### src/ae_pkg.sv
// Shared constants, register indexes and the log2 table for the approximate entropy block.
package ae_pkg;

  localparam int unsigned MAX_SAMPLES_DEF = 1024;
  localparam int unsigned MAX_EMBED_DEF   = 8;
  localparam int unsigned SAMPLE_BITS_DEF = 16;

  localparam int unsigned EMBED_W   = 4;
  localparam int unsigned TOL_W     = 16;
  localparam int unsigned ENT_W     = 20;
  localparam int unsigned CFG_IDX_W = 2;

  localparam logic [CFG_IDX_W-1:0] REG_EMBED = 2'd0;
  localparam logic [CFG_IDX_W-1:0] REG_TOL   = 2'd1;

  localparam logic [EMBED_W-1:0] EMBED_RESET = 4'd2;
  localparam logic [15:0]        LN2_Q16     = 16'd45426;
  localparam logic [ENT_W-1:0]   ENT_MAX_U   = 20'h7FFFF;
  localparam logic [ENT_W-1:0]   ENT_MIN_U   = 20'h80000;

  // round(65536 * log2(1 + k/16)), k = 0..16
  function automatic logic [16:0] log_tab(input logic [4:0] k);
    logic [16:0] v;
    case (k)
      5'd0:    v = 17'd0;
      5'd1:    v = 17'd5732;
      5'd2:    v = 17'd11136;
      5'd3:    v = 17'd16248;
      5'd4:    v = 17'd21098;
      5'd5:    v = 17'd25711;
      5'd6:    v = 17'd30109;
      5'd7:    v = 17'd34312;
      5'd8:    v = 17'd38336;
      5'd9:    v = 17'd42196;
      5'd10:   v = 17'd45904;
      5'd11:   v = 17'd49472;
      5'd12:   v = 17'd52911;
      5'd13:   v = 17'd56229;
      5'd14:   v = 17'd59434;
      5'd15:   v = 17'd62534;
      default: v = 17'd65536;
    endcase
    return v;
  endfunction

endpackage

### src/ae_log2.sv
// Q16 log2 of an unsigned count: leading one plus table with linear interpolation.
module ae_log2 import ae_pkg::*; #(
  parameter int unsigned IN_W = 11
) (
  input  logic [IN_W-1:0]           x_i,
  output logic [$clog2(IN_W)+16:0]  y_o
);

  localparam int unsigned PW    = $clog2(IN_W);
  localparam int unsigned LOG_W = PW + 17;

  logic [PW-1:0]      pos;
  logic [IN_W+15:0]   norm;
  logic [15:0]        frac;
  logic [3:0]         k;
  logic [11:0]        rem;
  logic [16:0]        t_lo;
  logic [16:0]        t_hi;
  logic [12:0]        delta;
  logic [25:0]        prod;
  logic [13:0]        interp;

  // leading one position
  always_comb begin
    pos = '0;
    for (int b = 0; b < IN_W; b++) begin
      if (x_i[b]) begin
        pos = PW'(b);
      end
    end
  end

  assign norm   = {x_i, 16'b0} >> pos;
  assign frac   = norm[15:0];
  assign k      = frac[15:12];
  assign rem    = frac[11:0];
  assign t_lo   = log_tab({1'b0, k});
  assign t_hi   = log_tab({1'b0, k} + 5'd1);
  assign delta  = 13'(t_hi - t_lo);
  assign prod   = (26'(delta) * 26'(rem)) + 26'd2048;
  assign interp = prod[25:12];

  assign y_o = (x_i == '0) ? '0
             : LOG_W'({pos, 16'b0}) + LOG_W'(t_lo) + LOG_W'(interp);

endmodule

### config.mk
export PLATFORM = sky130hd
export DESIGN_NAME = ae_log2
export DESIGN_NICKNAME = d
export VERILOG_FILES = /design/src/ae_pkg.sv /design/src/ae_log2.sv
export SDC_FILE = /design/constraint.sdc
export NUM_CORES = 1
export LEC_CHECK = 0
export ABC_AREA = 1
export BUFFER_PORTS_ARGS = -buffer_cell sky130_fd_sc_hd__buf_2
export CELL_PAD_IN_SITES_DETAIL_PLACEMENT = 1
export CELL_PAD_IN_SITES_GLOBAL_PLACEMENT = 1
export CORE_ASPECT_RATIO = 1.5
export CORE_MARGIN = 2
export CORE_UTILIZATION = 44
export DETAILED_ROUTE_END_ITERATION = 7
export GPL_TIMING_DRIVEN = 0
export PLACE_DENSITY = 0.85
export REMOVE_ABC_BUFFERS = 1
export SLEW_MARGIN = 15
export SYNTH_ARGS = -nofsm -noshare
export SYNTH_HDL_FRONTEND = slang
export SYNTH_SLANG_ARGS = --single-unit
### constraint.sdc
create_clock -name vclk -period 11.48
set_clock_uncertainty 0.05 [all_clocks]
set_input_delay 1.148 -clock vclk [all_inputs]
set_output_delay 1.148 -clock vclk [all_outputs]
set_load 0.02 [all_outputs]
* Yosys cells after proc, flatten, opt, wreduce, memory -nomap -nowiden
Memory sizes are Yosys's and may differ from the RTL's.
Cells that the tools add are included.
** Word-level totals
- Bits in read-only memories :: 512
- Memory bits (writable) :: 0
- Word-level logic and storage cells :: 22
- Input bits :: 11
- Latch bits :: 0
- Register bits after elaboration :: 0
- Memories kept :: 2
- Output and inout bits :: 21
** Memory list
- (no name shown) :: depth 16, width 16, rd ports 1, clocked after Yosys merged registers in 0, wr ports 0, line ae_pkg.sv:24 : case (k)
- (no name shown) :: depth 16, width 16, rd ports 1, clocked after Yosys merged registers in 0, wr ports 0, line ae_pkg.sv:24
** Cells by class
- Multiplexer cells :: 12
- Bitwise operators :: 0
- $lt $le $gt $ge :: 0
- Add/subtract/negate cells :: 5
- Multiply operators :: 1
- Divide/modulo/power cells :: 0
- Eq/ne operators :: 0
- Reduce and logical (&&, ||, !) cells :: 1
- Shift-type cells :: 1
** Operators by type and width (number)
- $mux W4 :: 9
- $shr A27 B4 Y16 :: 1
- $add A25 B12 Y26 const B :: 1
- $mul A13 B12 Y25 :: 1
- $add A20 B17 Y21 :: 1
- $add A21 B14 Y21 :: 1
- $mux W21 :: 1
- $mux W13 :: 1
- $sub A13 B13 Y13 :: 1
- $logic_not A11 Y1 :: 1
- $add A4 B1 Y5 const B :: 1
- $mux W1 :: 1

* Depth between registers and ports, before layout
Gate-level depths: netlist (run 1).
An unclocked memory read counts as a cell.
- Word-level depth :: 19
- Gate-level depth with buffers :: 70
- Depth with buffers taken out :: 67

* Worst setup path after synthesis (run 1)
OpenSTA, ideal clock, no wires.
- Path type :: input to output
- From :: input x_i[2]
- To :: output y_o[18]
- Path slack :: -0.573 ns
- Arrival time :: 10.855 ns
- Stages :: 63
- Required time :: 10.282 ns
- Buffers on the path :: 3
- Cell sequence :: inv_1 nand2_1 nand2_1 nand2_1 nand2_1 nand2_1 nand2_2 nand2_4 nand2_4 buf_6 nand2_1 nand3_1 nand3_1 nand3_1 nand2_4 inv_1 ha_1 inv_1 [27 not listed] a21oi_1 o21ai_0 a31oi_1 o21ai_0 nand3_1 nand2_1 xor2_1 ha_1 nand2_1 inv_1 nand2_1 o21ai_0 nand2_1 a21oi_1 nand3_1 nand2_1 nand4_1 xor2_1
** Between the ends
- Word-level cells in the longest chain between the ends :: 18
** RTL lines
- from (decl) :: line ae_log2.sv:5 : input logic [IN_W-1:0] x_i,
- $mux W4 (9 in a row) :: line ae_log2.sv:27 : if (x_i[b]) begin
- $shr A27 B4 Y16 :: line ae_log2.sv:33 : assign norm = {x_i, 16'b0} >> pos;
- $add A4 B1 Y5 :: line ae_log2.sv:38 : assign t_hi = log_tab({1'b0, k} + 5'd1);
- $mem_v2 Z16 W16
- $mux W13 :: line ae_pkg.sv:24
- $sub A13 B13 Y13 :: line ae_log2.sv:39 : assign delta = 13'(t_hi - t_lo);
- $mul A13 B12 Y25 :: line ae_log2.sv:40 : assign prod = (26'(delta) * 26'(rem)) + 26'd2048;
- $add A25 B12 Y26 :: line ae_log2.sv:40
- $add A21 B14 Y21 :: line ae_log2.sv:44 : : LOG_W'({pos, 16'b0}) + LOG_W'(t_lo) + LOG_W'(interp);
- $mux W21 * :: line ae_log2.sv:43 : assign y_o = (x_i == '0) ? '0
- to (decl) :: line ae_log2.sv:6 : output logic [$clog2(IN_W)+16:0] y_o
Mark *: on every way between the ends. The rest lies on a longest branch, timed or not.

* Worst setup path after layout (run 1)
- From :: input x_i[4]
- To :: output y_o[16]
** Between the ends
- Word-level cells in the longest chain between the ends :: 16
** RTL lines (line)
- $mux W4 (7 in a row) :: ae_log2.sv:27
- $shr A27 B4 Y16 :: ae_log2.sv:33
- $add A4 B1 Y5 :: ae_log2.sv:38
- $mem_v2 Z16 W16
- $mux W13 :: ae_pkg.sv:24
- $sub A13 B13 Y13 :: ae_log2.sv:39
- $mul A13 B12 Y25 :: ae_log2.sv:40
- $add A25 B12 Y26 :: ae_log2.sv:40
- $add A21 B14 Y21 :: ae_log2.sv:44
- $mux W21 * :: ae_log2.sv:43
Marks and branches as above.

==> results of run 1 <==
==> critical path, delay by kind of cell <==
kind / cells / cell delay (ns)
AO/OA/AOI/OAI: 11 / 1.94
XOR/XNOR: 2 / 0.33
adder cells (fa/ha/maj): 8 / 3.85
buffers and inverters: 15 / 2.07
AND/OR/NAND/NOR: 17 / 2.27
==> routing by layer <==
| layer | part of all wire (%) | up-vias | track usage, % |
|---|---|---|---|
| met5 | 0 | - | 0 |
| met3 | 7.0 | 440 | 3.21 |
| met4 | 15 | 0 | 25.1 |
| met2 | 49 | 732 | 66.2 |
| li1 | - | 3258 | - |
| met1 | 30 | 4064 | 29.0 |
==> stage by stage <==
stage / instance area, µm² / setup slack (ns) / hold slack (ns) / cells / util [%]
floorplan: 6960 / -0.834 / 2.60 / 967 / -
global placement: 7360 / -2.83 / 2.90 / 1197 / 48.6
detailed placement: 7370 / -3.07 / 2.90 / 1197 / 48.7
CTS: 8770 / -0.0990 / 2.95 / 1275 / 58.0
finish: 9960 / -1.39 / 3.03 / 1331 / 65.8
global route: 9960 / -1.57 / 3.04 / 1331 / 65.8
==> worst paths after layout <==
| path | from | to | slack, ns | cells past startpoint |
|---|---|---|---|---|
| max | x_i[4] | y_o[16] | -1.39 | 53 |
| min | x_i[8] | y_o[14] | 3.03 | 6 |
==> cell type report <==
type               instances  area (µm²)
fillers                 1785        5180
inverters                213         868
multi-input cells        756        7590
well taps                199         249
repair buffers           163        1240
==> Yosys cell counts, types with 6 or more instances <==
| master | instances | area [µm²] |
|---|---|---|
| inv_1 | 205 | 769 |
| ha_1 | 119 | 1490 |
| nand2_1 | 111 | 417 |
| fa_1 | 101 | 2020 |
| nor2_1 | 98 | 368 |
| a21oi_1 | 59 | 295 |
| nand3_1 | 56 | 280 |
| o21ai_0 | 29 | 145 |
| xor2_1 | 19 | 166 |
| o22ai_1 | 11 | 68.8 |
| nand2_2 | 8 | 50.1 |
| xnor2_1 | 8 | 70.1 |
| clkbuf_1 | 7 | 26.3 |
| nand2_4 | 7 | 78.8 |
| nor2_2 | 7 | 43.8 |
| nand4_1 | 6 | 37.5 |
| o211ai_1 | 6 | 45.0 |
| or2_2 | 6 | 37.5 |
==> logic make-up after synthesis <==
group / count (synthesis) / synth area share (%)
AOI/OAI and AO/OA: 130 / 10.8
xor gates and xnor gates: 27 / 3.47
adders and majority gates: 220 / 51.6
buffers and inverters: 228 / 13.0
other: 2 / 0.110
and+or+nand+nor: 314 / 21.1
==> what timing repair did <==
action	4_1_cts	5_1_grt
buffers inserted	76	57
resized for setup	191	179
endpoints found under the setup margin	20	16
hold buffers	0	0
cloned	2	0
pin swaps	105	113
==> results.md, run 1 <==
* Final setup violation count at 17
* Seq. cell area at 0 µm²
* Largest net degree at the start of global routing at 19
* WL per Instance at 30.3 µm
* Die span in y at 156 µm
* Final worst path period need at 12.87 ns
* TNS Setup at -17.01 ns
* Worst Hold Class: in2out
* Sequential cell area fraction in the yosys report at 0%
* Final Hold Fails at 0
* DRT iter0 DRCs at 682
* Seq cells at 0
* Maxcap violations at 0
* First-pass detailed-route iteration total at 5
* CP peak stage delay at 0.63 ns
* Crit end category: primary output
* Critical Path Source Type: input pin
* Initial Util at 45.0%
* Highest net fanout along the worst path at 6
* Post-DP HPWL at 16900 µm
* Mapped Cells at 921
* Worst Tran Pin Value at 0.992 ns
* Global-route wire length before repair at 42500 µm
* Fmax at 0.0777 GHz
* CP max stage cell: fa_1
* Ys Warns at 0
* Required time of the critical path at 10.28 ns
* Avg Inst Size Synth at 7.39 µm²
* Slew HR at 33.7%
* Residual DRC at 0
* Vias per cell at 6.38
* Failing checks: setup timing
* Antenna Cells at 0
* # IOs at 32
* Gr usage total at 32.8%
* Die ar. at 16500 µm²
* Vias in the first global route at 8517
* GRT overflow at 0
* Clock buf count at 0
* Period utilization at 112%
* Via count at 8494
* Most common cell after layout, fill and taps aside: inv_1
* Area grow syn2layout at 46.2%
* WL final at 40300 µm
* IO buf count at 31
* Core ar. at 15100 µm²
* Antenna Violating Nets Remaining at 0
* Layout cells sized above 1 at 37.5%
* Max-slew violations at 0
* Core Rows at 55
* Final Wtd Congestion at 0.889
* CP Data Arrival Time at 11.67 ns
* Unrepaired setup endpoints after global routing: yes
* Initial antenna violation count at 0
* Mapped Area at 6810 µm²
* Setup CP Type: in2out
* Die X at 106 µm
* Final WS setup at -1.39 ns
* Status: complete, but fails checks
* Final nets at 1365
* Most frequent cells in the layout: 180 x inv_1, 134 x buf_4, 98 x fa_1, 88 x ha_1, 81 x nor2_1
* Distinct cells, synth at 45
Power of run 1 is not shown: default switching activity piles up to over one toggle a cycle in this logic, so the estimate is an artifact.
==> run 2: changes to the inputs <==
--- a/config.mk
+++ b/config.mk
@@ -17,2 +17,3 @@
 export PLACE_DENSITY = 0.85
+export RECOVER_POWER = 50
 export REMOVE_ABC_BUFFERS = 1
@@ -22 +23,2 @@
 export SYNTH_SLANG_ARGS = --single-unit
+export TNS_END_PERCENT = 50
--- a/constraint.sdc
+++ b/constraint.sdc
@@ -4,2 +4,2 @@
 set_output_delay 1.148 -clock vclk [all_outputs]
-set_load 0.02 [all_outputs]
+set_load 0.1 [all_outputs]
==> results.md, run 2 (synthesis gave the netlist of run 1 again) <==
* Worst hold stages at 8 (+2)
* WL final at 38800 µm (-3.8%)
* Post-DP HPWL at 16900 µm (unchanged)
* Die span in y at 156 µm (unchanged)
* Critical Path Source Type: input pin
* IO buf count at 31 (unchanged)
* CP peak stage delay at 0.68 ns (+0.05 ns)
* Gr usage total at 32.1% (-0.72 points)
* Status: complete, but fails checks
* Residual DRC at 0 (unchanged)
* DRT iter0 DRCs at 610 (-11%)
* Worst Tran Pin Value at 1.16 ns (+0.169 ns)
* Final Hold Fails at 0 (unchanged)
* Initial antenna violation count at 0 (unchanged)
* Largest net degree at the start of global routing at 19 (unchanged)
* Core ar. at 15100 µm² (unchanged)
* Vias in the first global route at 8354 (-1.9%)
* Final WS setup at -1.44 ns (-0.0522 ns)
* Layout cells sized above 1 at 37.4% (-0.078 points)
* CP max stage cell: fa_1
* CP Data Arrival Time at 11.72 ns (+0.05 ns)
* Period utilization at 113% (+0.45 points)
* Cell area after layout at 9990 µm² (+0.36%)
* Fmax at 0.0774 GHz (-0.40%)
* Worst hold margin at 3.13 ns (+0.101 ns)
* DP Area at 7370 µm² (unchanged)
* WL per Instance at 29.2 µm (-3.6%)
* Via count at 8296 (-2.3%)
* Final Wtd Congestion at 0.889 (unchanged)
* Antenna Cells at 0 (unchanged)
* Worst Hold Class: in2out
* CTS Hold Bufs at 0 (unchanged)
* Core Rows at 55 (unchanged)
* Area grow syn2layout at 46.7%
* Crit path top cell by count: inv_2
* Die X at 106 µm (unchanged)
* Highest net fanout along the worst path at 9 (+3)
* First-pass detailed-route iteration total at 5 (unchanged)
* Global-route wire length before repair at 41600 µm (-2.1%)
* Most frequent cells in the layout: 179 x inv_1, 115 x buf_4, 99 x fa_1, 94 x ha_1, 76 x nor2_1
* GRT overflow at 0 (unchanged)
* Seq cells at 0 (unchanged)
* Required time of the critical path at 10.28 ns (about the same)
* Seq. cell area at 0 µm² (unchanged)
* Final nets at 1362 (-0.22%)
* Slew HR at 23.0% (-11 points)
* Failing checks: setup timing
* Clock buf count at 0 (unchanged)
* Max-slew violations at 0 (unchanged)
* Setup CP Type: in2out
* Vias per cell at 6.25 (-2.1%)
* Setup WS pre-CTS at -3.34 ns (-0.263 ns)
* Final worst path period need at 12.92 ns (+0.0522 ns)
* Antenna Violating Nets Remaining at 0 (unchanged)
* Unrepaired setup endpoints after global routing: yes
* Maxcap violations at 0 (unchanged)
* # IOs at 32 (unchanged)
* Initial Util at 45.0% (unchanged)
* Most common cell after layout, fill and taps aside: inv_1
* Final setup violation count at 19 (+2)
* Crit end category: primary output
* Die ar. at 16500 µm² (unchanged)
* Fill count at 1769 (-0.90%)
-- run 2: cell types whose count changed in the layout (fill, tap and decap cells not counted), sizes merged --
cell      previous run  this run
clkinvlp             5         4
inv                203       206
clkbuf               0         3
nand2              128       129
clkinv               5         3
buf                163       156
-- run 2: routing by layer --
metal	wire length, µm	up-vias	global-route usage (%)
li1	-	3248	-
met1	11800	4038	28.5
met2	19500	657	64.6
met3	2790	353	2.46
met4	4720	0	25.4
met5	0	-	0
-- run 2: final cells by class --
cell class | count | area [µm²] | share of cell area [%]
multi-input combinational | 757 | 7570 | 75.8
timing repair buffer | 159 | 1320 | 13.2
inverter | 213 | 847 | 8.48
tap | 199 | 249 | 2.49
-- run 2: repair_timing --
item	in CTS	in global routing
resized for setup	196	197
gates cloned	2	1
endpoints found under the setup margin	20	17
pin swaps	97	119
setup buffers	74	54
-- run 2: through the flow --
stage,std cells,setup TNS (ns),util [%]
after detailed placement,1197,-49.58,48.7
after global routing,1328,-20.32,66.0
after floorplan,967,-28.12,-
after global placement,1197,-44.86,48.6
after CTS,1273,-1.26,57.8
final,1328,-17.17,66.0
-- run 2: final timing paths --
path / from / end / slack [ns]
worst max-delay path: x_i[4] / y_o[17] / -1.44
worst min-delay path: x_i[8] / y_o[16] / 3.13
-- run 2: worst max-delay path: cells and delay by family --
family,cells,cell delay [ns]
xor+xnor,3,0.57
compound gates,10,1.90
fa+ha+maj,10,4.24
simple gates,17,2.14
buf+inv,14,1.66
Power of run 2 is left out for the same reason.
==> run 3: changes to the inputs <==
CORE_UTILIZATION = 25   (was 44)
PLACE_DENSITY = 0.55   (was 0.85)
==> results.md, run 3 (synthesis gave the netlist of run 1 again) <==
* Status: complete, but fails checks
* Failing checks: setup timing
* Vias per cell at 4.61 (-26%)
* Area grow syn2layout at 48.0%
* Hold_sp: x_i[9]
* Die X at 139 µm (+31%)
* Period utilization at 105% (-8.0 points)
* Setup CP Type: in2out
* CTS Hold Bufs at 0 (unchanged)
* Final worst path period need at 12.00 ns (-0.921 ns)
* Antenna Violating Nets Remaining at 0 (unchanged)
* Critical Path Source Type: input pin
* Final setup violation count at 13 (-6)
* CP max stage cell: fa_2
* Seq. cell area at 0 µm² (unchanged)
* Vias in the first global route at 7390 (-12%)
* Die span in y at 206 µm (+32%)
* Initial antenna violation count at 0 (unchanged)
* Global-route wire length before repair at 36500 µm (-12%)
* DRT iter0 DRCs at 169 (-72%)
* Cell area after layout at 10100 µm² (+0.86%)
* Final Wtd Congestion at 0.838 (-5.6%)
* Final WS setup at -0.520 ns (+0.921 ns)
* Worst Hold Class: in2out
* Final Hold Fails at 0 (unchanged)
* Footprint of the multi-input gates at 7550 µm² (-0.26%)
* Crit path top cell by count: ha_4
* Via count at 6712 (-19%)
* First-pass detailed-route iteration total at 4 (-1)
* Required time of the critical path at 10.28 ns (about the same)
* DP Area at 7540 µm² (+2.4%)
* Gr usage total at 15.7% (-16 points)
* Clock buf count at 0 (unchanged)
* Fill count at 3273 (+85%)
* WL final at 23100 µm (-40%)
* Crit end category: primary output
* Layout cells sized above 1 at 35.5% (-1.9 points)
* Most frequent cells in the layout: 180 x inv_1, 97 x fa_1, 94 x buf_4, 89 x ha_1, 78 x nor2_1
* Most common cell after layout, fill and taps aside: inv_1
* TNS Setup at -4.51 ns (+12.67 ns)
* Largest net degree at the start of global routing at 19 (unchanged)
* Setup WS pre-CTS at -3.69 ns (-0.358 ns)
* Core ar. at 27000 µm² (+79%)
* CP peak stage delay at 0.61 ns (-0.07 ns)
* Seq cells at 0 (unchanged)
* Fmax at 0.0833 GHz (+7.7%)
* Die ar. at 28600 µm² (+73%)
* # IOs at 32 (unchanged)
* CP Launch Point: x_i[5]
* GRT overflow at 0 (unchanged)
* Final nets at 1348 (-1.0%)
* Unrepaired setup endpoints after global routing: yes
* Slew HR at 22.9% (-0.10 points)
* Worst Tran Pin Value at 1.16 ns (+0.00157 ns)
* CP Data Arrival Time at 10.80 ns (-0.92 ns)
* Initial Util at 25.2% (-20 points)
* Post-DP HPWL at 17400 µm (+3.2%)
* Maxcap violations at 0 (unchanged)
* Max-slew violations at 0 (unchanged)
* Antenna Cells at 0 (unchanged)
* WL per Instance at 15.9 µm (-46%)
* Core Rows at 74 (+35%)
* IO buf count at 31 (unchanged)
* Highest net fanout along the worst path at 6 (-3)
* Residual DRC at 0 (unchanged)
## run 3: changes by cell type in the layout (fill, tap and decap cells not counted), moves of 4 or more
| cell | change |
|---|---|
| nand2_2 | -4 |
| nand2_1 | +7 |
| inv_6 | +4 |
| buf_2 | +4 |
| ha_1 | -5 |
| xor2_1 | -6 |
| a21oi_1 | +4 |
| ha_4 | +4 |
| buf_4 | -21 |
## run 3: final timing paths
check | to | cells past startpoint | slack, ns
hold / removal | y_o[19] | 6 | 3.06
setup / recovery | y_o[16] | 56 | -0.52
## run 3: per-stage QoR
| stage | utilization, % | hold slack (ns) | cells |
|---|---|---|---|
| 6_report | 37.3 | 3.06 | 1457 |
| 5_1_grt | 37.3 | 3.11 | 1457 |
| 4_1_cts | 34.8 | 3.02 | 1431 |
| 3_5_place_dp | 27.9 | 3.07 | 1340 |
| 3_3_place_gp | 27.9 | 3.08 | 1340 |
| 2_1_floorplan | - | 2.85 | 967 |
## run 3: layout make-up
class	count	area share, %
Multi-Input combinational cell	756	74.9
Timing Repair Buffer	146	12.4
Inverter	213	8.42
Tap cell	342	4.25
## run 3: critical path: cells and delay by family
family | cells | cell delay [ns]
xor gates and xnor gates | 2 | 0.42
buffers and inverters | 14 | 1.73
and+or+nand+nor | 16 | 1.46
AOI/OAI and AO/OA | 13 | 2.11
adders and majority gates | 11 | 3.92
## run 3: routing by layer
metal	part of all wire (%)	global-route usage, %
met5	0	0
met3	0.71	0.139
met2	63	35.3
met4	3.0	4.15
met1	34	15.3
## run 3: repair_timing
item / 4_1_cts / 5_1_grt
pin swaps: 127 / 82
gates cloned: 1 / 1
endpoints found under the setup margin: 20 / 16
buffers inserted: 90 / 25
gates resized for setup: 271 / 96
Power of run 3 is left out for the same reason.
